File: src/sv/ipd_stream_splitter_dual_fifo_top_assert.svh
// assertion macros for the ipd stream splitter
`ifndef IPD_STREAM_SPLITTER_DUAL_FIFO_TOP_ASSERT_SVH
`define IPD_STREAM_SPLITTER_DUAL_FIFO_TOP_ASSERT_SVH

// same-cycle implication, checked outside reset
`define IPDS_ASSERT_NOW(lbl, ante, cons, msg) \
  lbl: assert property (@(posedge clk) disable iff (!rst_n) (ante) |-> (cons)) \
    else $error(msg);

// next-cycle implication, checked outside reset
`define IPDS_ASSERT_NEXT(lbl, ante, cons, msg) \
  lbl: assert property (@(posedge clk) disable iff (!rst_n) (ante) |=> (cons)) \
    else $error(msg);

`endif

File: src/sv/ipds_pkg.sv
// shared types and constants of the ipd stream splitter
package ipds_pkg;

  localparam logic [2:0] REQ_RX       = 3'd0;
  localparam logic [2:0] REQ_RD_RESP  = 3'd1;
  localparam logic [2:0] REQ_RD_FRAME = 3'd2;
  localparam logic [2:0] REQ_CLR_RESP = 3'd3;
  localparam logic [2:0] REQ_RST_ALL  = 3'd4;

  localparam logic [1:0] STS_BYTE = 2'd0;
  localparam logic [1:0] STS_NONE = 2'd1;
  localparam logic [1:0] STS_LONG = 2'd2;

  localparam logic [7:0] CH_PLUS = 8'h2B;
  localparam logic [7:0] CH_I    = 8'h49;
  localparam logic [7:0] CH_P    = 8'h50;
  localparam logic [7:0] CH_D    = 8'h44;
  localparam logic [7:0] CH_CR   = 8'h0D;
  localparam logic [7:0] CH_LF   = 8'h0A;

  typedef enum logic [2:0] {
    OP_PUSH     = 3'd0,
    OP_RD_RESP  = 3'd1,
    OP_RD_FRAME = 3'd2,
    OP_CLR_RESP = 3'd3,
    OP_RST_ALL  = 3'd4
  } op_t;

  // one classified command between front and back
  typedef struct packed {
    op_t             op;
    logic [3:0][7:0] bytes;   // bytes[0] written first
    logic [2:0]      cnt;
    logic            to_data;
    logic [6:0]      len;     // clamped read length
  } q_entry_t;

  typedef struct packed {
    logic [7:0] out_byte;
    logic       last;
    logic [1:0] status;
    logic [8:0] resp_lvl;
    logic [8:0] data_lvl;
  } res_t;

endpackage

File: src/sv/ipds_queue.sv
// two-entry command queue between front and back
module ipds_queue (
  input  logic               clk,
  input  logic               rst_n,
  input  logic               wr_en,
  input  ipds_pkg::q_entry_t wr_data,
  output logic               not_full,
  input  logic               rd_en,
  output logic               not_empty,
  output ipds_pkg::q_entry_t rd_data
);

  ipds_pkg::q_entry_t ent_r [2];
  logic       wp_r, rp_r;
  logic [1:0] cnt_r;

  assign not_full  = (cnt_r != 2'd2);
  assign not_empty = (cnt_r != 2'd0);
  assign rd_data   = ent_r[rp_r];

  always_ff @(posedge clk) begin
    if (wr_en) begin
      ent_r[wp_r] <= wr_data;
    end
  end

  always_ff @(posedge clk) begin
    if (!rst_n) begin
      wp_r  <= 1'b0;
      rp_r  <= 1'b0;
      cnt_r <= 2'd0;
    end else begin
      if (wr_en) wp_r <= ~wp_r;
      if (rd_en) rp_r <= ~rp_r;
      if (wr_en && !rd_en) cnt_r <= cnt_r + 2'd1;
      else if (rd_en && !wr_en) cnt_r <= cnt_r - 2'd1;
    end
  end

endmodule

File: config.mk
export PLATFORM = sky130hd
export DESIGN_NAME = ipds_queue
export DESIGN_NICKNAME = d
export VERILOG_FILES = /design/src/sv/ipd_stream_splitter_dual_fifo_top_assert.svh /design/src/sv/ipds_pkg.sv /design/src/sv/ipds_queue.sv
export SDC_FILE = /design/constraint.sdc
export NUM_CORES = 1
export LEC_CHECK = 0
export ABC_AREA = 1
export BUFFER_PORTS_ARGS = -buffer_cell sky130_fd_sc_hd__buf_2
export CORE_MARGIN = 3
export CORE_UTILIZATION = 45
export DETAILED_ROUTE_END_ITERATION = 8
export GPL_TIMING_DRIVEN = 1
export PLACE_DENSITY_LB_ADDON = 0.3
export SETUP_SLACK_MARGIN = 0.1
export SKIP_LAST_GASP = 1
export SLEW_MARGIN = 20
export SYNTH_ARGS = -nofsm -noshare
export SYNTH_HDL_FRONTEND = slang
export SYNTH_SLANG_ARGS = --single-unit
File: constraint.sdc
create_clock -name clk -period 3.46 [get_ports clk]
set_input_delay 1.038 -clock clk [delete_from_list [all_inputs] [get_ports clk]]
set_output_delay 1.038 -clock clk [all_outputs]
set_load 0.005 [all_outputs]
==> metrics.md, run 1 <==
| Metric | Value |
|---|---|
| Status | `finished clean` |
| Most frequent cells in the layout | `buf_2 (97), edfxtp_1 (92), mux2_4 (40), nand2_1 (10), clkbuf_8 (9)` |
| DR vias/cell | `4.74` |
| GR Util All Layers | `13.2%` |
| DRT Pass-1 Iters | `4` |
| Post-CTS sizing | `0` |
| Hold buffers post-CTS | `0` |
| Cell count after synthesis | `178` |
| Hold Vio Cnt, Final | `0` |
| Worst Path Required | `2.42 ns` |
| Hpwl dp | `4230 um` |
| Share of the synthesized area in the top cell type | `73.7%` |
| P&R area growth vs syn | `22.0%` |
| Pwr Total | `0.00247 W` |
| Sequential area share after synthesis | `76.3%` |
| Overflow after GRT | `0` |
| Initial core utilization | `47.5%` |
| Slew Viols, Final | `0` |
| Commonest non-fill, non-tap cell in the layout | `buf_2` |
| Synth cell types | `14` |
| Port Buffers | `97` |
| Final cycle utilization of the critical path | `74.1%` |
| Data arrival time of the critical path | `1.53 ns` |
| Crit path capture type | `primary output` |
| Diodes inserted | `0` |
| Vias in the first global route | `1935` |
| TritonCTS clock tree | `yes` |
| Final Skew | `0.00938 ns` |
| Startpoint types | `flop` |
| Clk_lat worst skew | `0.35 ns` |
| Least-Margin Pin Slew | `0.567 ns` |
| Worst min path class | `flop to flop` |
| WHS | `0.505 ns` |
| Clk slew on worst S/H paths | `0.08 ns` |
| Total negative slack | `0 ns` |
| Site Rows | `32` |
| Wire length per cell | `15.5 um` |
| Synth area leader | `edfxtp_1` |
| Longest Clk Path Bufs | `2` |
| CP max FO | `46` |
| DRC | `0` |
| Routed WL | `6090 um` |
| DRT iter0 DRCs | `70` |
| Clock sinks | `97` |
| DIE HEIGHT | `97.3 um` |
| Via count | `1863` |
| Net count, final | `337` |
| Worst rel slew slack | `62.1%` |
| Top cells by area, synth | `edfxtp_1 (74%), mux2_4 (16%), dfxtp_1 (2.7%), buf_12 (2.1%), mux2_2 (1.8%)` |
| Die W | `97.3 um` |
| Syn Nets | `229` |
| CTS H-tree lvls | `3` |
| Max-cap violation count | `0` |
| Fmax | `390 MHz` |
| Final min period | `2.56 ns` |
| Netlist Area Pre-Place | `0.00375 mm^2` |
| Setup Fix Bufs, Post-CTS | `0` |
| First-pass GRT wire length | `9640 um` |
| Num CTS Buffers | `9` |
| Layout cells sized above 1 | `57.4%` |
| Post-route antenna net violation count | `0` |
| Post-synthesis average cell area | `21.1 um^2` |
| Core area | `0.00789 mm^2` |
| FF+latch count, synth | `97` |
| Largest net degree at the start of global routing | `47` |
| Yosys warning count | `0` |
| VDD IR max | `0.000277 V` |
| DIE AREA | `0.00946 mm^2` |
| Leakage | `1.85 nW` |
| Ports | `98` |
| Root Buffer | `clkbuf_8` |
| Unrepaired setup endpoints after global routing | `no` |
| Initial antenna violation count | `0` |
| Critical path class | `flop to primary output` |
| P per Cell Area | `541 mW/mm^2` |
| GP Congestion | `0.670` |
| Endpoints failing setup | `0` |
[registers in the layout, indices dropped and copies added, names as in the netlist, named ones only]
name / cells
cnt_r: 2
ent_r: 92
rp_r: 1
wp_r: 1
[synth_stat cells]
| cell type | number |
|---|---|
| nand4_1 | 1 |
| a21oi_1 | 1 |
| buf_12 | 4 |
| o21ai_0 | 1 |
| nand3_1 | 1 |
| dfxtp_1 | 5 |
| buf_6 | 1 |
| nand2_1 | 10 |
| mux2_2 | 6 |
| ha_1 | 1 |
| inv_1 | 8 |
| nor2_1 | 7 |
| edfxtp_1 | 92 |
| mux2_4 | 40 |
[metal layers]
layer	vias up	track usage (%)	wire [um]
met2	62	21.8	3110
met1	897	15.2	2440
li1	889	-	-
met3	15	4.95	394
met5	-	0	0
met4	0	6.39	155
[worst paths after layout]
path / from / to / slack (ns) / cells past startpoint
max reg2reg: wp_r / ent_r[0][43] / 1.97 / 2
min: rp_r / flop / 0.51 / 2
min reg2reg: rp_r / flop / 0.51 / 2
max: flop / rd_data[38] / 0.90 / 3
[where the power goes]
part,internal (W),total (W),switching [W]
combinational,0.000138,0.000253,0.000115
sequential,0.00135,0.00137,0.0000164
clock,0.000480,0.000850,0.000371
[logic make-up after synthesis]
logic type / after synthesis / synth area share, %
flops: 97 / 76.3
buf+inv: 13 / 3.24
compound gates: 2 / 0.267
mux: 46 / 17.8
simple gates: 19 / 2.00
fa+ha+maj: 1 / 0.334
[layout make-up]
cell class,count,area [um^2]
fill,616,3310
sequential,97,2860
multi-input combinational,68,773
timing repair buffer,102,536
tap,102,128
clock buffer,9,124
clock inverter,7,119
inverter,8,30.0
[critical path: stages (launching register included)]
cell and delay, ns:
dfxtp_2 0.35, buf_12 0.31, mux2_2 0.38, buf_2 0.13
[per-stage QoR]
| stage | cells | util, % | setup slack (ns) | cell area [um^2] |
|---|---|---|---|---|
| global route | 393 | 58.0 | 0.802 | 4570 |
| global placement | 377 | 54.9 | 1.12 | 4330 |
| detailed placement | 377 | 54.9 | 1.07 | 4330 |
| floorplan | 178 | - | 0.789 | 3750 |
| finish | 393 | 58.0 | 0.896 | 4570 |
| CTS | 393 | 58.0 | 0.849 | 4570 |
(Power assumes the default switching activity.)
==> inputs of run 2 (changes only) <==
--- a/config.mk
+++ b/config.mk
@@ -5,7 +5,7 @@
 export SDC_FILE = /design/constraint.sdc
 export NUM_CORES = 1
 export LEC_CHECK = 0
-export ABC_AREA = 1
+export ABC_AREA = 0
 export BUFFER_PORTS_ARGS = -buffer_cell sky130_fd_sc_hd__buf_2
 export CORE_MARGIN = 3
 export CORE_UTILIZATION = 45
==> constraint.sdc (replaced) <==
create_clock -name clk -period 2.7 [get_ports clk]
set_input_delay 0.81 -clock clk [delete_from_list [all_inputs] [get_ports clk]]
set_output_delay 0.81 -clock clk [all_outputs]
set_load 0.005 [all_outputs]
==> run 2 against run 1 <==
  * Routed wire length decreased by 2.9%
  * Setup slack got worse by 0.52 ns
  * Final area decreased by 4.1%
  * Clock power increased by 18%
  * Critical path depth unchanged
  * Clock skew decreased by 0.0044 ns
  * Critical endpoint is now rd_data[16]
==> metrics.md, run 2 <==
| Metric | Value |
|---|---|
| Status | `finished clean` |
| Max-cap violation count | `0` |
| Sequential share of power | `57.5%` |
| Clock network power share | `32.9%` |
| Data arrival time of the critical path | `1.52 ns` |
| CTS H-tree lvls | `3` |
| Synth area leader | `edfxtp_1` |
| P per Cell Area | `695 mW/mm^2` |
| Top cells by area, synth | `edfxtp_1 (78%), mux2_1 (15%), dfxtp_1 (2.8%), buf_6 (1.3%), and2_1 (0.70%)` |
| Post-CTS sizing | `0` |
| Largest register FFs | `92` |
| Least-Margin Pin Slew | `0.355 ns` |
| VDD IR max | `0.000442 V` |
| Final cycle utilization of the critical path | `86.1%` |
| Ports | `98` |
| Cell count after synthesis | `165` |
| Worst Path Required | `1.89 ns` |
| Site Rows | `31` |
| WHS | `0.535 ns` |
| Diodes inserted | `0` |
| Worst min path class | `flop to flop` |
| FF+latch count, synth | `97` |
| Endpoints failing setup | `0` |
| Clock sinks | `97` |
| TritonCTS clock tree | `yes` |
| Syn Nets | `216` |
| CP max FO | `26` |
| Unrepaired setup endpoints after global routing | `no` |
| P_sw | `0.000648 W` |
| Leakage | `1.67 nW` |
| GR Util All Layers | `13.8%` |
| Hold Vio Cnt, Final | `0` |
| Worst rel slew slack | `76.3%` |
| P_int | `0.00240 W` |
| Fmax | `430 MHz` |
| Worst slack at placement | `0.737 ns` |
| Net count, final | `324` |
| Startpoint types | `flop` |
| GP Congestion | `0.692` |
| Sequential area share after synthesis | `80.6%` |
| Root Buffer | `clkbuf_8` |
| Wire length per cell | `15.7 um` |
| Clk_lat worst skew | `0.35 ns` |
| Post-synthesis average cell area | `21.5 um^2` |
| Initial antenna violation count | `0` |
| Num CTS Buffers | `9` |
| Yosys warning count | `0` |
| Share of the synthesized area in the top cell type | `77.8%` |
| Layout cells sized above 1 | `43.5%` |
| Post-synth EDFFs | `92` |
| DR vias/cell | `4.76` |
| Clk slew on worst S/H paths | `0.09 ns` |
| DIE AREA | `0.00900 mm^2` |
| P&R area growth vs syn | `23.5%` |
| Asr flop ratio synth | `0%` |
| DRT iter0 DRCs | `73` |
| Final Skew | `0.00500 ns` |
| DRC | `0` |
| Final worst setup slack | `0.374 ns` |
| Net Sw Frac | `21.2%` |
| Largest registers | `ent_r x92, cnt_r x2` |
| Longest Clk Path Bufs | `2` |
| Slew Viols, Final | `0` |
| Crit path capture type | `primary output` |
| Primary FF master, synth | `edfxtp_1` |
| Largest net degree at the start of global routing | `48` |
| Via count | `1796` |
| First-pass GRT wire length | `9180 um` |
| Netlist Area Pre-Place | `0.00355 mm^2` |
| Hold buffers post-CTS | `0` |
| Overflow after GRT | `0` |
| Logic pwr share | `9.6%` |
| Die W | `94.8 um` |
| Fillcell total | `603` |
| Port Buffers | `97` |
| Synth cell count leaders | `edfxtp_1 (92), mux2_1 (46), dfxtp_1 (5)` |
| Final min period | `2.33 ns` |
| Initial core utilization | `47.7%` |
| Critical path class | `flop to primary output` |
| Routed WL | `5910 um` |
| DRT Pass-1 Iters | `4` |
| FF+latch area | `0.00286 mm^2` |
| Hpwl dp | `3970 um` |
| Most frequent cells in the layout | `buf_2 (97), edfxtp_1 (92), mux2_1 (46), clkbuf_8 (9)` |
| Pwr Total | `0.00305 W` |
| Biggest register | `ent_r` |
| Setup Fix Bufs, Post-CTS | `0` |
| Total negative slack | `0 ns` |
| Multi-input logic area | `642 um^2` |
| Core area | `0.00745 mm^2` |
| Post-route antenna net violation count | `0` |
| Commonest non-fill, non-tap cell in the layout | `buf_2` |
| Fin util | `58.9%` |
| Synth cell types | `17` |
| DIE HEIGHT | `94.8 um` |
| Vias in the first global route | `1936` |
| Count leader, synth | `edfxtp_1` |
run 2: cell count changes after synthesis, sizes merged, moves of 2 or more:
| cell | before | now |
|---|---|---|
| nand2 | 10 | 0 |
| inv | 8 | 1 |
| nor2 | 7 | 0 |
| and2 | 0 | 4 |
| nor2b | 0 | 2 |
| xor2 | 0 | 2 |
run 2: cell type report:
class                   instances  area share, %
repair buffers                102           12.2
clock buffers                   9           2.82
inverters                       1         0.0856
clock inverters                 7           2.14
multi-input cells              62           14.6
flip-flops and latches         97           65.3
well taps                      99           2.82
run 2: kinds of logic (layout without fill, tap and decap cells):
family	count (synthesis)	in the layout	synth area share, %
flip-flops	97	97	80.6
multiplexers	46	46	14.6
AND/OR/NAND/NOR	9	9	1.59
buffers and inverters	6	119	1.58
AO/OA/AOI/OAI	3	3	0.564
XOR/XNOR	3	3	0.740
adder cells (fa/ha/maj)	1	1	0.352
run 2: final timing paths:
| check | slack (ns) | cells past startpoint | startpoint | end |
|---|---|---|---|---|
| worst max-delay path | 0.37 | 3 | flop | rd_data[16] |
| worst min-delay path | 0.54 | 2 | cnt_r[1] | cnt_r[1] |
| worst max register to register | 1.46 | 2 | wp_r | ent_r[1][7] |
| worst min register to register | 0.54 | 2 | cnt_r[1] | cnt_r[1] |
run 2: power groups by stage:
stage                     Clock (W)  Combinational [W]  Sequential, W
after floorplan                   0           0.000157        0.00178
after global placement            0           0.000298        0.00179
after detailed placement          0           0.000300        0.00179
after CTS                   0.00103           0.000303        0.00176
after global routing        0.00108           0.000328        0.00176
final                       0.00100           0.000294        0.00175
run 2: per-stage QoR:
step	std cells	instance area (um^2)
floorplan	165	3550
global placement	361	4170
detailed placement	361	4170
CTS	377	4390
global route	377	4390
finish	377	4390
run 2: worst max-delay path, cell delays in order, from the launching register on:
cell and delay, ns:
dfxtp_2 0.33, buf_4 0.32, mux2_1 0.37, buf_2 0.13
run 2: routing by layer:
layer / GRT usage [%] / up-vias / wire length [um]
met5: 0 / - / 0
li1: - / 853 / -
met2: 21.6 / 65 / 2750
met3: 4.30 / 8 / 422
met1: 17.7 / 870 / 2640
met4: 6.13 / 0 / 95
==> inputs of run 3 (changes only) <==
==> constraint.sdc (replaced) <==
create_clock -name clk -period 2 [get_ports clk]
set_input_delay 0.6 -clock clk [delete_from_list [all_inputs] [get_ports clk]]
set_output_delay 0.6 -clock clk [all_outputs]
set_load 0.005 [all_outputs]
==> run 3 against run 2 <==
  * The run now ends with setup timing left
  * Clock skew up 0.0027 ns
  * Combinational power rose by 79%
  * Register-to-register slack lost 0.67 ns
  * First-iteration DRC count fell by 26%
  * Largest power group unchanged
==> metrics.md, run 3 (same netlist as run 2, synthesis figures left out) <==
| Metric | Value |
|---|---|
| Net count, final | `329` |
| Unrepaired setup endpoints after global routing | `yes` |
| Routed met1 length | `2620 um` |
| Site Rows | `31` |
| CP max FO | `8` |
| Ports | `98` |
| DRT iter0 DRCs | `54` |
| Hold Vio Cnt, Final | `0` |
| Data arrival time of the critical path | `1.44 ns` |
| Largest net degree at the start of global routing | `31` |
| Worst min path class | `input port to flop` |
| Root Buffer | `clkbuf_8` |
| Slew Viols, Final | `0` |
| Failing checks | `setup timing` |
| Total negative slack | `-0.742 ns` |
| Final worst setup slack | `-0.0386 ns` |
| Most frequent cells in the layout | `edfxtp_1 (92), buf_2 (81), mux2_1 (30), buf_6 (18), mux2_4 (16)` |
| Commonest non-fill, non-tap cell in the layout | `edfxtp_1` |
| Layout cells sized above 1 | `49.8%` |
| Initial antenna violation count | `0` |
| Startpoint types | `flop` |
| Worst hold start | `wr_data[42]` |
| Leakage | `1.79 nW` |
| Worst Path Required | `1.40 ns` |
| Biggest register | `ent_r` |
| Final Skew | `0.00773 ns` |
| Status | `complete, but fails checks` |
| GR Util All Layers | `14.0%` |
| DIE AREA | `0.00900 mm^2` |
| VDD IR max | `0.000493 V` |
| Clk_lat worst skew | `0.34 ns` |
| Endpoints failing setup | `36` |
| Initial core utilization | `47.7%` |
| Critical path class | `flop to primary output` |
| Core area | `0.00745 mm^2` |
| P per Cell Area | `888 mW/mm^2` |
| Port Buffers | `97` |
| GP Congestion | `0.683` |
| Worst slack at placement | `0.321 ns` |
| Routed WL | `6280 um` |
| Hold buffers post-CTS | `0` |
| Max layer used | `met4` |
| Met3 wire length | `357 um` |
| Clock sinks | `97` |
| Max-cap violation count | `0` |
| Final min period | `2.04 ns` |
| Via count | `1847` |
| Num CTS Buffers | `9` |
| Die W | `94.8 um` |
| DIE HEIGHT | `94.8 um` |
| Worst R2R Start | `wp_r` |
| Pwr Total | `0.00412 W` |
| Least-Margin Pin Slew | `0.370 ns` |
| DRC | `0` |
| Worst rel slew slack | `75.4%` |
| Largest registers | `ent_r x92, cnt_r x2` |
| CTS H-tree lvls | `3` |
| Fin util | `62.2%` |
| Largest register FFs | `92` |
| Reg-to-reg slack, setup | `0.79 ns` |
| Diodes inserted | `0` |
| Longest Clk Path Bufs | `2` |
| Crit path capture type | `primary output` |
| DR vias/cell | `4.84` |
| Fillcell total | `557` |
| Wire length per cell | `16.4 um` |
| DRT Pass-1 Iters | `3` |
| Clk slew on worst S/H paths | `0.09 ns` |
| Fmax | `491 MHz` |
| Hpwl dp | `4100 um` |
| Overflow after GRT | `0` |
| TritonCTS clock tree | `yes` |
| P&R area growth vs syn | `30.5%` |
| First-pass GRT wire length | `9200 um` |
| Post-route antenna net violation count | `0` |
| Met2 wire length | `3210 um` |
| Final cycle utilization of the critical path | `102%` |
| Vias in the first global route | `1937` |
==> run 3: changes by cell type in the layout (fill, tap and decap cells not counted), sizes merged <==
cell	before	now
bufinv	2	1
buf	102	106
clkbuf	9	11
==> run 3: worst paths after layout <==
kind | end | cells past startpoint
max reg2reg | ent_r[1][28] | 2
min | ent_r[1][42] | 1
max | rd_data[44] | 4
min reg2reg | cnt_r[1] | 2
==> run 3: per-stage QoR <==
step	area, um^2	hold slack [ns]	cells
2_1_floorplan	3560	0.465	165
3_3_place_gp	4190	0.482	362
3_5_place_dp	4190	0.507	362
4_1_cts	4440	0.412	381
5_1_grt	4630	0.414	382
6_report	4630	0.434	382
==> run 3: cell type report <==
type	count	area (um^2)	area share (%)
well taps	99	124	2.67
inverters	1	3.75	0.0810
repair buffers	107	743	16.0
clock buffers	10	128	2.75
multi-input cells	62	702	15.1
clock inverters	6	67.6	1.46
flip-flops and latches	97	2870	61.9
==> run 3: layer usage <==
layer	vias to the layer above	GRT usage, %
li1	866	-
met1	914	15.9
met2	57	24.7
met3	10	3.11
met4	0	7.21
met5	-	0
==> run 3: what timing repair did <==
action                                 4_1_cts  5_1_grt
setup buffers                                2        0
endpoints found under the hold margin        0        0
setup endpoints to repair                   46       46
gates cloned                                 1        1
resized for setup                            5       35
==> run 3: power breakdown <==
group	switching, W	internal (W)	leakage [nW]
Combinational	0.000221	0.000304	0.792
Sequential	0.0000351	0.00234	0.906
Clock	0.000633	0.000583	0.0929
Total	0.000889	0.00323	1.79
==> run 3: worst max-delay path: stages, from the launching register on <==
cell	delay (ns)
dfxtp_4	0.41
buf_6	0.12
buf_12	0.13
mux2_4	0.31
buf_6	0.12
