**src/sv/ipd_stream_splitter_dual_fifo_top_assert.svh**
```systemverilog
// assertion macros for the ipd stream splitter
`ifndef IPD_STREAM_SPLITTER_DUAL_FIFO_TOP_ASSERT_SVH
`define IPD_STREAM_SPLITTER_DUAL_FIFO_TOP_ASSERT_SVH

// same-cycle implication, checked outside reset
`define IPDS_ASSERT_NOW(lbl, ante, cons, msg) \
  lbl: assert property (@(posedge clk) disable iff (!rst_n) (ante) |-> (cons)) \
    else $error(msg);

// next-cycle implication, checked outside reset
`define IPDS_ASSERT_NEXT(lbl, ante, cons, msg) \
  lbl: assert property (@(posedge clk) disable iff (!rst_n) (ante) |=> (cons)) \
    else $error(msg);

`endif

```
**src/sv/ipds_pkg.sv**
```systemverilog
// shared types and constants of the ipd stream splitter
package ipds_pkg;

  localparam logic [2:0] REQ_RX       = 3'd0;
  localparam logic [2:0] REQ_RD_RESP  = 3'd1;
  localparam logic [2:0] REQ_RD_FRAME = 3'd2;
  localparam logic [2:0] REQ_CLR_RESP = 3'd3;
  localparam logic [2:0] REQ_RST_ALL  = 3'd4;

  localparam logic [1:0] STS_BYTE = 2'd0;
  localparam logic [1:0] STS_NONE = 2'd1;
  localparam logic [1:0] STS_LONG = 2'd2;

  localparam logic [7:0] CH_PLUS = 8'h2B;
  localparam logic [7:0] CH_I    = 8'h49;
  localparam logic [7:0] CH_P    = 8'h50;
  localparam logic [7:0] CH_D    = 8'h44;
  localparam logic [7:0] CH_CR   = 8'h0D;
  localparam logic [7:0] CH_LF   = 8'h0A;

  typedef enum logic [2:0] {
    OP_PUSH     = 3'd0,
    OP_RD_RESP  = 3'd1,
    OP_RD_FRAME = 3'd2,
    OP_CLR_RESP = 3'd3,
    OP_RST_ALL  = 3'd4
  } op_t;

  // one classified command between front and back
  typedef struct packed {
    op_t             op;
    logic [3:0][7:0] bytes;   // bytes[0] written first
    logic [2:0]      cnt;
    logic            to_data;
    logic [6:0]      len;     // clamped read length
  } q_entry_t;

  typedef struct packed {
    logic [7:0] out_byte;
    logic       last;
    logic [1:0] status;
    logic [8:0] resp_lvl;
    logic [8:0] data_lvl;
  } res_t;

endpackage

```
**src/sv/ipds_front.sv**
```systemverilog
// front: prefix matcher and request classifier
module ipds_front #(
  parameter int MAX_BURST = 64
) (
  input  logic              clk,
  input  logic              rst_n,
  input  logic              in_valid,
  input  logic              q_ready,
  input  logic [2:0]        req_type,
  input  logic [7:0]        rx_byte,
  input  logic [6:0]        max_len,
  output logic              enq,
  output ipds_pkg::q_entry_t enq_data
);

  typedef enum logic [4:0] {
    M_IDLE = 5'b00001,
    M_PLUS = 5'b00010,
    M_GOTI = 5'b00100,
    M_GOTP = 5'b01000,
    M_DATA = 5'b10000
  } mstate_t;

  mstate_t    ms_r, ms_nxt;
  logic [7:0] prev_r, prev_nxt;
  logic       has_op;
  logic       acc;
  logic [6:0] n_clamp;
  ipds_pkg::q_entry_t e;

  assign acc = in_valid && q_ready;
  assign n_clamp = (max_len == 7'd0) ? 7'd1 :
                   ((max_len > 7'(MAX_BURST)) ? 7'(MAX_BURST) : max_len);

  always_comb begin
    ms_nxt    = ms_r;
    prev_nxt  = prev_r;
    has_op    = 1'b0;
    e         = '0;
    e.op      = ipds_pkg::OP_PUSH;
    e.len     = n_clamp;
    case (req_type)
      ipds_pkg::REQ_RX: begin
        case (ms_r)
          M_IDLE: begin
            if (rx_byte == ipds_pkg::CH_PLUS) begin
              ms_nxt = M_PLUS;
            end else begin
              has_op = 1'b1; e.cnt = 3'd1; e.bytes[0] = rx_byte;
            end
          end
          M_PLUS: begin
            if (rx_byte == ipds_pkg::CH_I) begin
              ms_nxt = M_GOTI;
            end else begin
              has_op = 1'b1; e.cnt = 3'd2;
              e.bytes[0] = ipds_pkg::CH_PLUS; e.bytes[1] = rx_byte;
              ms_nxt = M_IDLE;
            end
          end
          M_GOTI: begin
            if (rx_byte == ipds_pkg::CH_P) begin
              ms_nxt = M_GOTP;
            end else begin
              has_op = 1'b1; e.cnt = 3'd3;
              e.bytes[0] = ipds_pkg::CH_PLUS; e.bytes[1] = ipds_pkg::CH_I;
              e.bytes[2] = rx_byte;
              ms_nxt = M_IDLE;
            end
          end
          M_GOTP: begin
            has_op = 1'b1; e.cnt = 3'd4;
            e.bytes[0] = ipds_pkg::CH_PLUS; e.bytes[1] = ipds_pkg::CH_I;
            e.bytes[2] = ipds_pkg::CH_P;
            if (rx_byte == ipds_pkg::CH_D) begin
              e.bytes[3] = ipds_pkg::CH_D; e.to_data = 1'b1;
              ms_nxt = M_DATA; prev_nxt = 8'd0;
            end else begin
              e.bytes[3] = rx_byte;
              ms_nxt = M_IDLE;
            end
          end
          M_DATA: begin
            has_op = 1'b1; e.cnt = 3'd1; e.bytes[0] = rx_byte; e.to_data = 1'b1;
            if (prev_r == ipds_pkg::CH_CR && rx_byte == ipds_pkg::CH_LF) begin
              ms_nxt = M_IDLE;
            end
            prev_nxt = rx_byte;
          end
          default: ms_nxt = M_IDLE;
        endcase
      end
      ipds_pkg::REQ_RD_RESP: begin
        has_op = 1'b1; e.op = ipds_pkg::OP_RD_RESP;
      end
      ipds_pkg::REQ_RD_FRAME: begin
        has_op = 1'b1; e.op = ipds_pkg::OP_RD_FRAME;
      end
      ipds_pkg::REQ_CLR_RESP: begin
        has_op = 1'b1; e.op = ipds_pkg::OP_CLR_RESP;
      end
      ipds_pkg::REQ_RST_ALL: begin
        has_op = 1'b1; e.op = ipds_pkg::OP_RST_ALL;
        ms_nxt = M_IDLE; prev_nxt = 8'd0;
      end
      default: has_op = 1'b0;
    endcase
  end

  assign enq      = acc && has_op;
  assign enq_data = e;

  always_ff @(posedge clk) begin
    if (!rst_n) begin
      ms_r   <= M_IDLE;
      prev_r <= 8'd0;
    end else if (acc) begin
      ms_r   <= ms_nxt;
      prev_r <= prev_nxt;
    end
  end

endmodule

```
**config.mk**
```make
export PLATFORM = sky130hd
export DESIGN_NAME = ipds_front
export DESIGN_NICKNAME = d
export VERILOG_FILES = /design/src/sv/ipd_stream_splitter_dual_fifo_top_assert.svh /design/src/sv/ipds_pkg.sv /design/src/sv/ipds_front.sv
export SDC_FILE = /design/constraint.sdc
export NUM_CORES = 1
export LEC_CHECK = 0
export ABC_AREA = 1
export BUFFER_PORTS_ARGS = -buffer_cell sky130_fd_sc_hd__buf_2
export CAP_MARGIN = 20
export CORE_MARGIN = 2
export CORE_UTILIZATION = 47
export DETAILED_ROUTE_END_ITERATION = 12
export HOLD_SLACK_MARGIN = 0.03
export PLACE_DENSITY = 0.81
export SYNTH_ARGS = -nofsm -noshare
export SYNTH_HDL_FRONTEND = slang
export SYNTH_SLANG_ARGS = --single-unit
```
**constraint.sdc**
```tcl
create_clock -name clk -period 1.92 [get_ports clk]
set_input_delay 0.384 -clock clk [delete_from_list [all_inputs] [get_ports clk]]
set_output_delay 0.384 -clock clk [all_outputs]
set_load 0.05 [all_outputs]
```
==> metrics.md, run 1 <==
| Metric | Value |
|---|---|
| CP bufs+invs | `2` |
| Xor and xnor area share after synthesis | `0` |
| CP Max Fanout | `5` |
| Setup CP Type | `reg2out` |
| Antenna Cells | `0` |
| Die width | `about 60 um` |
| Clk_lat worst skew | `approximately 0.3 ns` |
| Total CTS buffers | `3` |
| Synth Register Bits | `13` |
| Largest family of logic cells by synthesized area | `simple AND/OR/NAND/NOR gates` |
| Reg2reg setup slack | `roughly 0.17 ns` |
| Reg-to-reg endpoint | `prev_r[6]$_SDFFE_PN0P_` |
| Max Slew Vio Count | `0` |
| CTS tree | `done` |
| Drt via density | `around 6.1` |
| Compound-cell area share of the yosys netlist | `0.07908` |
| Most used cell, CP | `nand2_2` |
| YS warnings | `0` |
| Crit-path cells | `nor2_4, nand2_2, nor2_4, nand2_1, nand2_2, inv_1, nand2_2, nand2_4, a21oi_2, buf_6` |
| Met2 WL post-DR | `about 3.8 mm` |
| First-pass GRT wire length | `approximately 9.3 mm` |
| Vias in the first global route | `~2100` |
| Ratio of final minimum period to clock period | `1.187` |
| Critical path depth | `10` |
| Vias | `approximately 2600` |
| Number of remaining DRC errors | `0` |
| Post-DP HPWL | `approximately 3.7 mm` |
| Post-route setup slack | `-0.3586 ns` |
| Worst-path clk slew | `0.09 ns` |
| PortBufs | `~70` |
| Unique masters post-synth | `23` |
| Pint | `just under 500 uW` |
| Maximum vdd drop | `between 400 and 500 uV` |
| Final setup skew | `about 0.0074 ns` |
| CTS max path bufs | `2` |
| Post-synthesis sequential area ratio | `0.1769` |
| Fraction of the mapped netlist area in simple logic gates | `0.6105` |
| Number of nets with antenna violations after routing | `0` |
| Fmax | `about 0.44 GHz` |
| Most common cell after layout, fill and taps aside | `nand2_1` |
| Post-Route WL | `7.906 mm` |
| Initial antenna violation count | `0` |
| Net Sw Frac | `0.4401` |
| I/O pins | `69` |
| Post-synthesis adder-cell area fraction | `0` |
| Failing checks | `negative setup slack` |
| Most frequent cells in the layout | `65 x nand2_1, 52 x nor2_1, 43 x buf_4, 31 x buf_2, 31 x buf_6` |
| Setup crit end kind | `output port` |
| Clock root buffer master | `clkbuf_4` |
| CP top delay family | `simple AND/OR/NAND/NOR gates` |
| Worst Hold Launch | `rst_n` |
| Min-Delay Endpoint | `ms_r[0]$_SDFFE_PN1P_` |
| Seq pwr share | `0.328` |
| Comb pwr share | `0.458` |
| CP arrival | `~1.9 ns` |
| First-pass DRT Iterations | `5` |
| Setup violators final | `39` |
| Worst hold path depth | `2` |
| R2r startpoint | `ms_r[1]$_SDFFE_PN0P_` |
| Slowest CP cell | `dfxtp_4` |
| Nets | `410` |
| Max cap viols | `0` |
| Initial DRC count | `around 310` |
| Slew margin rel. | `0.8085` |
| GRT Residual Overflow | `0` |
| Reg2reg path depth | `11` |
| Initial core utilization | `0.4900` |
| Die height | `59.95 um` |
| Hold Violations, Final | `0` |
| Min-Delay Path Class | `in2reg` |
| Final cell count without fillers | `420` |
| Leakage | `0.001348 uW` |
| TritonCTS Sinks | `13` |
| Hold Buf Count CTS | `0` |
| Measured slew at the worst slew-check pin | `around 0.28 ns` |
| Post-Syn Nets | `~300` |
| H-tree Lvls | `1` |
| Highest routing layer actually used | `met4` |
| Average routed wire per standard cell | `18.82 um` |
| PD cells | `between 300 and 400 nW/um^2` |
| Clock Power Share | `0.214` |
| Net switching power | `385.6 uW` |
| CP required | `1.54 ns` |
| CP startpoint kind | `flip-flop` |
| Aggregate global-route resource usage | `0.3415` |
| RSZ-0062 raised after global routing | `yes` |
| Metal3 WL | `a little over 700 um` |
| Setup TNS | `-6.970 ns` |
| CP max stage delay | `~0.38 ns` |
| Met1 Wirelength | `2.771 mm` |
| Die area | `between 3000 and 4000 sq um` |
| GP Congestion | `between 0.9 and 1` |
| Post-Syn Instances | `between 200 and 300` |
| Mux share of post-synthesis cell area | `0` |
| Min cycle time layout | `roughly 2.3 ns` |
| Largest net degree at the start of global routing | `18` |
| Status | `finished with violations` |
| Area delta synth->final | `85.29%` |
| DP Cell Count | `between 400 and 500` |
| Row count | `20` |
| Synthesized area | `about 1500 sq um` |
| Std-Cell Core Area | `3003 sq um` |
| Syn Area/Cell | `roughly 5.3 sq um` |
| Layout cell share with drive strength beyond 1 | `0.5168` |
## sequential cells by signal, summed over array words and instances, names as in the netlist
register	count
prev_r	8
ms_r	5
## cells by family (layout without fill, tap and decap cells)
| logic type | Yosys count | after routing |
|---|---|---|
| AOI/OAI and AO/OA | 22 | 22 |
| buffers and inverters | 45 | 155 |
| DFF | 13 | 13 |
| and+or+nand+nor | 197 | 197 |
## metal layers
metal,vias to the layer above,track usage
li1,1086,-
met1,1156,0.3739
met2,229,0.6444
met3,84,0.07143
met4,0,0.1079
met5,-,0
## cell type report
cell class	instances	area [sq um]
clock buffers	4	26.28
repair buffers	113	937.1
flip-flops and latches	13	274.0
fillers	124	276.5
multi-input cells	219	1294
well taps	33	41.29
inverters	38	153.9
## synthesized netlist by cell type
cell	count	area, sq um
nor2_2	3	18.77
clkbuf_1	1	3.750
a21oi_1	17	85.08
buf_6	2	22.52
nor4_1	1	6.260
a21oi_2	1	8.760
nand3_1	16	80.08
nand2_1	71	266.5
nand4_1	3	18.77
dfxtp_1	13	260.3
o21ai_0	3	15.01
nor3_1	14	70.07
buf_1	2	7.510
inv_2	7	26.28
nor2_4	5	56.30
buf_8	1	15.01
nand2_2	5	31.28
o31ai_1	1	7.510
nor2_1	74	277.8
inv_1	31	116.4
nand3_4	3	52.55
nand3_2	2	20.02
buf_2	1	5.000
## worst max path at each step
stage / start / slack [ns] / to
after CTS: ms_r[1]$_SDFFE_PN0P_ / -0.16 / enq_data[31]
after detailed placement: rx_byte[4] / -0.03 / enq_data[12]
final: ms_r[2]$_SDFFE_PN0P_ / -0.36 / enq_data[12]
after floorplan: ms_r[2]$_SDFFE_PN0P_ / -0.31 / enq_data[17]
after global routing: ms_r[2]$_SDFFE_PN0P_ / -0.38 / enq
after global placement: rx_byte[4] / -0.03 / enq
## through the flow
step	worst slack, ns	power (uW)	area [sq um]	hold slack (ns)	util
after detailed placement	-0.03334	622.5	2247	0.4683	0.7483
after floorplan	-0.3122	510.8	1660	0.4514	-
after global placement	-0.02574	618.7	2247	0.4607	0.7483
final	-0.3586	876.0	2726	0.4154	0.9079
after CTS	-0.1608	809.0	2566	0.4181	0.8546
after global routing	-0.3753	902.2	2726	0.4294	0.9079
## power groups by stage
stage	Combinational [uW]	Clock [uW]	Sequential (uW)
3_5_place_dp	329	0	293
3_3_place_gp	326	0	293
5_1_grt	419	196	288
6_report	401	188	287
4_1_cts	349	175	286
2_1_floorplan	219	0	292
## what timing repair did
| action | CTS | global route |
|---|---|---|
| buffers inserted | 7 | 3 |
| resized for setup | 76 | 44 |
| pin swaps | 11 | 9 |
| setup endpoints to repair | 36 | 41 |
| gates cloned | 0 | 0 |
No activity file was read; power rests on OpenSTA's default activity.
==> run 2, diff against run 1 <==
BUFFER_PORTS_ARGS = unset   (was -buffer_cell sky130_fd_sc_hd__buf_2)
CORE_UTILIZATION = 63   (was 47)
DONT_BUFFER_PORTS = 1   (was unset)
PLACE_DENSITY = 0.79   (was 0.81)
==> metrics.md, run 2 <==
| Metric | Value |
|---|---|
| Synth Register Bits | `13 (unchanged)` |
| Synth cell count leaders | `74 x nor2_1, 71 x nand2_1, 31 x inv_1, 17 x a21oi_1, 16 x nand3_1` |
| Syn Area/Cell | `5.312 sq um (unchanged)` |
| Post-synth EDFFs | `0 (unchanged)` |
| Post-Syn Instances | `277 (unchanged)` |
| Error | `[ERROR DPL-0038] Utilization greater than 100%, impossible to legalize` |
| Die height | `52.33 um (-13%)` |
| Row count | `17 (-15%)` |
| Exit stage | `3_5_place_dp` |
| YS warnings | `0 (unchanged)` |
| Status | `aborted with a tool error` |
| Unique masters post-synth | `23 (unchanged)` |
| Top cells by area, synth | `nor2_1 19%, nand2_1 18%, dfxtp_1 18%, inv_1 7.9%, a21oi_1 5.8%` |
| Top FF cell, synth | `dfxtp_1` |
| Asr flop ratio synth | `0 (unchanged)` |
| Die width | `52.33 um (-13%)` |
| GP Congestion | `0.9318 (+0.54%)` |
| I/O pins | `69 (unchanged)` |
| Area leader, netlist | `nor2_1` |
| Post-synthesis sequential area ratio | `0.1769 (unchanged)` |
| Synthesized area | `1471 sq um (unchanged)` |
| Initial core utilization | `0.6652 (+0.1752)` |
| PortBufs | `0 (-100%)` |
| Post-Syn Nets | `299 (unchanged)` |
| Most common cell in the synthesized netlist | `nor2_1` |
| Yosys top cell area share | `0.1888 (unchanged)` |
[run 2: cells by family after synthesis]
group                  Yosys count  synth area share
buffers and inverters           45            0.1335
DFF                             13            0.1769
and+or+nand+nor                197            0.6106
AOI/OAI and AO/OA               22           0.07908
[run 2: stage by stage]
stage          cells  cell area [sq um]  TNS (ns)  setup slack [ns]
3_3_place_gp     361               2349         0            0.1026
2_1_floorplan    277               1660    -1.755           -0.3122
==> run 3, diff against run 2 <==
CORE_UTILIZATION = 40   (was 63)
HOLD_SLACK_MARGIN = unset   (was 0.03)
PLACE_DENSITY = unset   (was 0.79)
PLACE_DENSITY_LB_ADDON = 0.15   (was unset)
==> metrics.md, run 3 (same netlist as run 1, synthesis figures left out) <==
| Metric | Value |
|---|---|
| Final Power | `between 800 and 900 uW` |
| Most frequent cells in the layout | `66 x nand2_1, 51 x nor2_1, 40 x buf_4, 26 x inv_1, 21 x buf_12` |
| Row count | `22 (+5)` |
| Layout cell share with drive strength beyond 1 | `0.4422` |
| Status | `finished with violations` |
| Vias | `1993` |
| Reg2reg setup slack | `~0.40 ns` |
| Aggregate global-route resource usage | `0.2511` |
| Vias in the first global route | `approximately 1900` |
| Hold Violations, Final | `0` |
| Number of remaining DRC errors | `0` |
| Hold_ws | `about 0.23 ns` |
| Drt via density | `5.058` |
| Slew margin rel. | `0.7548` |
| Initial core utilization | `0.4080 (-0.2571)` |
| Worst-path clk slew | `about 0.050 ns` |
| CTS max path bufs | `2` |
| Failing checks | `negative setup slack` |
| Max reg flops | `8` |
| Post-Route WL | `just over 5 mm` |
| TritonCTS Sinks | `13` |
| Area delta synth->final | `80.61%` |
| Maximum vdd drop | `397.1 uV` |
| PD cells | `between 300 and 400 nW/um^2` |
| Std-Cell Core Area | `~3600 sq um` |
| Final core occ | `0.7370` |
| Leakage | `about 0.0012 uW` |
| First-pass DRT Iterations | `4` |
| H-tree Lvls | `1` |
| First-pass GRT wire length | `about 8.4 mm` |
| CP required | `about 1.5 ns` |
| Max cap viols | `0` |
| Clk_lat worst skew | `between 0.2 and 0.25 ns` |
| Largest net degree at the start of global routing | `18` |
| Regs by FF count | `prev_r: 8 flops, ms_r: 5 flops` |
| Total CTS buffers | `3` |
| Setup CP Type | `reg2out` |
| Fill count | `~290` |
| Most common cell after layout, fill and taps aside | `nand2_1` |
| Die width | `64.65 um (+24%)` |
| CP startpoint kind | `flip-flop` |
| PortBufs | `0 (unchanged)` |
| GP Congestion | `0.9030 (-3.1%)` |
| Top reg by flops | `prev_r` |
| Min-Delay Path Class | `in2reg` |
| Net switching power | `between 300 and 400 uW` |
| CP arrival | `1.70 ns` |
| Die height | `64.65 um (+24%)` |
| Post-DP HPWL | `roughly 3.9 mm` |
| Initial DRC count | `100` |
| Clock Power Share | `0.277` |
| Antenna Cells | `0` |
| Post-route setup slack | `-0.1591 ns` |
| Setup crit end kind | `output port` |
| I/O pins | `69 (unchanged)` |
| Nets | `369` |
| Clock root buffer master | `clkbuf_8` |
| Initial antenna violation count | `0` |
| Final instance area | `around 2700 sq um` |
| Die area | `between 4000 and 5000 sq um` |
| Net Sw Frac | `0.3586` |
| Final setup skew | `roughly 0.0034 ns` |
| GRT Residual Overflow | `0` |
| Number of nets with antenna violations after routing | `0` |
| Comb pwr share | `0.387` |
| Ratio of final minimum period to clock period | `1.083` |
| RSZ-0062 raised after global routing | `yes` |
| Placement Cell Area | `approximately 2400 sq um` |
| Pint | `~550 uW` |
| Min cycle time layout | `about 2.1 ns` |
| Average routed wire per standard cell | `approximately 13 um` |
| Seq pwr share | `0.336` |
| CTS tree | `done` |
| Fmax | `0.4810 GHz` |
| Max Slew Vio Count | `0` |
| Measured slew at the worst slew-check pin | `0.3665 ns` |
| CP Launch Point | `ms_r[2]$_SDFFE_PN0P_` |
| CP Max Fanout | `5` |
| Worst Hold Launch | `rst_n` |
| Setup violators final | `22` |
| R2r startpoint | `ms_r[2]$_SDFFE_PN0P_` |
## run 3: worst paths after layout
| kind | to | depth (start not counted) |
|---|---|---|
| setup / recovery | enq | 10 |
| hold / removal | ms_r[0]$_SDFFE_PN1P_ | 1 |
| setup reg to reg | ms_r[3]$_SDFFE_PN0P_ | 10 |
| hold reg to reg | prev_r[4]$_SDFFE_PN0P_ | 2 |
## run 3: worst max-delay path, stage by stage, from the launching register on
cell	delay, ns
dfxtp_4	0.36
nor2_4	0.18
nand2_2	0.09
nor2_4	0.13
nand2_2	0.08
nand2_2	0.07
inv_2	0.03
nand2_2	0.08
nand2_4	0.11
a21oi_4	0.17
buf_12	0.15
## run 3: metrics by stage
stage               TNS, ns  setup slack [ns]  instances
floorplan            -1.755           -0.3122        277
global placement          0           0.08365        380
detailed placement        0           0.07278        380
CTS                  -1.267           -0.1291        388
global route         -3.930           -0.2485        394
finish               -1.877           -0.1591        394
## run 3: layer usage
metal / vias to the layer above / global-route usage / share of wire
met5: - / 0 / 0
met4: 0 / 0.01596 / 0.0066
met3: 4 / 0.05382 / 0.069
met2: 70 / 0.4805 / 0.54
met1: 921 / 0.2979 / 0.38
li1: 998 / - / -
## run 3: timing repair
item                                    CTS  global route
pin swaps                                 9            13
setup buffers                             4             6
resized for setup                        29            14
gates cloned                              0             0
hold endpoints to repair                  0             0
hold buffers                              0             0
endpoints found under the setup margin   28            33
## run 3: power by group through the flow
stage                     Sequential (uW)  Clock [uW]  Combinational [uW]
after detailed placement              294           0                 294
after global placement                293           0                 292
final                                 287         236                 331
after CTS                             288         246                 308
after floorplan                       292           0                 219
after global routing                  288         258                 358
## run 3: cell type report
cell class | count | area [sq um] | area share
well taps | 48 | 60.06 | 0.02260
repair buffers | 72 | 844.6 | 0.3178
multi-input cells | 219 | 1285 | 0.4835
inverters | 38 | 151.4 | 0.05697
flip-flops and latches | 13 | 271.5 | 0.1022
clock buffers | 4 | 45.04 | 0.01695
==> run 4, diff against run 3 <==
--- a/config.mk
+++ b/config.mk
@@ -7,5 +7,4 @@
 export LEC_CHECK = 0
 export ABC_AREA = 1
-export CAP_MARGIN = 20
 export CORE_MARGIN = 2
 export CORE_UTILIZATION = 40
==> constraint.sdc (replaced) <==
create_clock -name clk -period 1.92 [get_ports clk]
set_input_delay 0.384 -clock clk [delete_from_list [all_inputs] [get_ports clk]]
set_output_delay 0.384 -clock clk [all_outputs]
set_load 0.01 [all_outputs]
==> metrics.md, run 4 (same netlist as run 1, synthesis figures left out) <==
| Metric | Value |
|---|---|
| Hold Violations, Final | `0 (unchanged)` |
| Die height | `64.65 um (unchanged)` |
| CTS tree | `done` |
| Post-DP HPWL | `3.229 mm (-17%)` |
| Aggregate global-route resource usage | `0.2015 (-0.04964)` |
| Final cell count without fillers | `338 (-14%)` |
| Slowest CP cell | `dfxtp_2` |
| CP Launch Point | `ms_r[0]$_SDFFE_PN1P_` |
| Initial antenna violation count | `0 (unchanged)` |
| Pint | `489.5 uW (-11%)` |
| Worst-path clk slew | `0.05 ns (about the same)` |
| Initial DRC count | `119 (+19%)` |
| Setup crit end | `enq_data[12]` |
| Top reg by flops | `prev_r` |
| CTS max path bufs | `2 (unchanged)` |
| Most common cell after layout, fill and taps aside | `nand2_1` |
| Maximum vdd drop | `338.7 uV (-15%)` |
| Met1 Wirelength | `1.869 mm (-6.0%)` |
| CP max stage delay | `0.34 ns (-0.02 ns)` |
| Layout cell share with drive strength beyond 1 | `0.2517 (-0.1905)` |
| Slew margin rel. | `0.7372 (-0.01756)` |
| CP Max Fanout | `5 (unchanged)` |
| Leakage | `0.0008099 uW (-33%)` |
| Fmax | `0.5257 GHz (+9.3%)` |
| Net Sw Frac | `0.3093 (-0.04928)` |
| Regs by FF count | `prev_r: 8 flops, ms_r: 5 flops` |
| Number of nets with antenna violations after routing | `0 (unchanged)` |
| PD cells | `405.8 nW/um^2 (+26%)` |
| Min cycle time layout | `1.902 ns (-0.1768 ns)` |
| Post-route setup slack | `0.01772 ns (+0.1768 ns)` |
| DP Cell Count | `329 (-13%)` |
| Vias | `1717 (-14%)` |
| Max reg flops | `8 (unchanged)` |
| Setup CP Type | `reg2out` |
| Clock root buffer master | `clkbuf_8` |
| Comb pwr share | `0.262 (-0.125)` |
| CP startpoint kind | `flip-flop` |
| Die width | `64.65 um (unchanged)` |
| H-tree Lvls | `1 (unchanged)` |
| I/O pins | `69 (unchanged)` |
| Seq pwr share | `0.406 (+0.070)` |
| Status | `complete, no violations` |
| TritonCTS Sinks | `13 (unchanged)` |
| Clk_lat worst skew | `0.24 ns (about the same)` |
| Metal3 WL | `246 um (-31%)` |
| Reg-to-reg endpoint | `ms_r[4]$_SDFFE_PN0P_` |
| Net switching power | `219.2 uW (-28%)` |
| RSZ-0062 raised after global routing | `yes` |
| R2r startpoint | `ms_r[2]$_SDFFE_PN0P_` |
| Nets | `313 (-15%)` |
| Min-Delay Path Class | `in2reg` |
| First-pass DRT Iterations | `4 (unchanged)` |
| GP Congestion | `0.8714 (-3.5%)` |
| Fill count | `408 (+42%)` |
| Measured slew at the worst slew-check pin | `0.3912 ns (+0.02468 ns)` |
| Vias in the first global route | `1527 (-19%)` |
| Crit-path cells | `nor2_4, nand2_2, nor2_4, a21oi_1, nand2_2, nand2_4, a21oi_4` |
| CP arrival | `1.52 ns (-0.18 ns)` |
| Area delta synth->final | `18.71%` |
| Max cap viols | `0 (unchanged)` |
| Register area | `269.0 sq um (-0.92%)` |
| Setup violators final | `0 (-100%)` |
| Final setup skew | `0.004838 ns (+0.001481 ns)` |
| Total CTS buffers | `3 (unchanged)` |
| Post-Route WL | `4.215 mm (-19%)` |
| Drt via density | `5.080 (+0.43%)` |
| Clock Power Share | `0.332 (+0.055)` |
| Antenna Cells | `0 (unchanged)` |
| GRT Residual Overflow | `0 (unchanged)` |
| Largest net degree at the start of global routing | `18 (unchanged)` |
| Max Slew Vio Count | `0 (unchanged)` |
| Multi-input gate area | `1110 sq um (-14%)` |
| Initial core utilization | `0.4080 (unchanged)` |
| Met2 WL post-DR | `2.079 mm (-26%)` |
| Row count | `22 (unchanged)` |
| CP required | `1.54 ns (about the same)` |
| Reg2reg setup slack | `0.47 ns (+0.07 ns)` |
| Reg2reg path depth | `9 (-1)` |
| Most frequent cells in the layout | `67 x nand2_1, 60 x nor2_1, 29 x inv_1, 17 x nor2_2` |
| Average routed wire per standard cell | `12.47 um (-5.1%)` |
| Die area | `4180 sq um (unchanged)` |
| Std-Cell Core Area | `3606 sq um (unchanged)` |
| Setup crit end kind | `output port` |
| Number of remaining DRC errors | `0 (unchanged)` |
| PortBufs | `0 (unchanged)` |
| Place WS | `0.1768 ns (+0.1041 ns)` |
| Highest routing layer actually used | `met4` |
| Ratio of final minimum period to clock period | `0.9908 (-0.09210)` |
| First-pass GRT wire length | `6.768 mm (-19%)` |
-- run 4: cell types whose count changed in the layout (fill, tap and decap cells not counted), moves of 5 or more --
cell	change
buf_12	-21
buf_4	-24
buf_6	-11
nor2_1	+9
nor2_4	-11
nor3_1	+8
nor3_4	-5
-- run 4: area by class of cell --
class / instances / area share
inverters: 38 / 0.08166
clock buffers: 4 / 0.02579
multi-input cells: 219 / 0.6354
repair buffers: 16 / 0.06877
flip-flops and latches: 13 / 0.1540
well taps: 48 / 0.03438
-- run 4: per-stage QoR --
step	total power [uW]	area, sq um	util	setup TNS, ns	hold slack, ns
3_3_place_gp	456.5	1560	0.4327	0	0.4698
5_1_grt	765.8	1747	0.4844	-0.6745	0.2440
6_report	708.7	1747	0.4844	0	0.2508
2_1_floorplan	435.9	1471	-	0	0.4514
4_1_cts	707.4	1655	0.4591	-0.01003	0.2443
3_5_place_dp	456.8	1560	0.4327	0	0.4727
-- run 4: worst min path at each step --
stage	end	cells after the start	from
floorplan	prev_r[2]$_SDFFE_PN0P_	2	prev_r[2]$_SDFFE_PN0P_
global placement	prev_r[4]$_SDFFE_PN0P_	2	prev_r[4]$_SDFFE_PN0P_
detailed placement	prev_r[3]$_SDFFE_PN0P_	2	prev_r[3]$_SDFFE_PN0P_
CTS	ms_r[0]$_SDFFE_PN1P_	1	rst_n
global route	ms_r[0]$_SDFFE_PN1P_	1	rst_n
finish	ms_r[0]$_SDFFE_PN1P_	1	rst_n
-- run 4: power by group through the flow --
stage / combinational, uW / clock, uW / sequential (uW)
after global placement: 163 / 0 / 293
after CTS: 172 / 247 / 288
after global routing: 210 / 268 / 288
after floorplan: 144 / 0 / 292
after detailed placement: 163 / 0 / 294
final: 185 / 235 / 288
-- run 4: repair_timing --
action                                  in CTS  in global routing
hold buffers                                 0                  0
endpoints found under the setup margin       9                 24
pin swaps                                    2                  7
buffers inserted                             1                  4
gates resized for setup                     10                 26
hold endpoints to repair                     0                  0
-- run 4: worst max-delay path, delay by kind of cell (launching register included) --
kind / cells / cell delay, ns
AND/OR/NAND/NOR: 5 / 0.65
flip-flops: 1 / 0.34
AO/OA/AOI/OAI: 2 / 0.29
-- run 4: metal layers --
metal  vias to the layer above  GRT usage
li1                        885          -
met1                       768     0.2648
met2                        60     0.3490
met3                         4    0.04167
met4                         0    0.02394
met5                         -          0
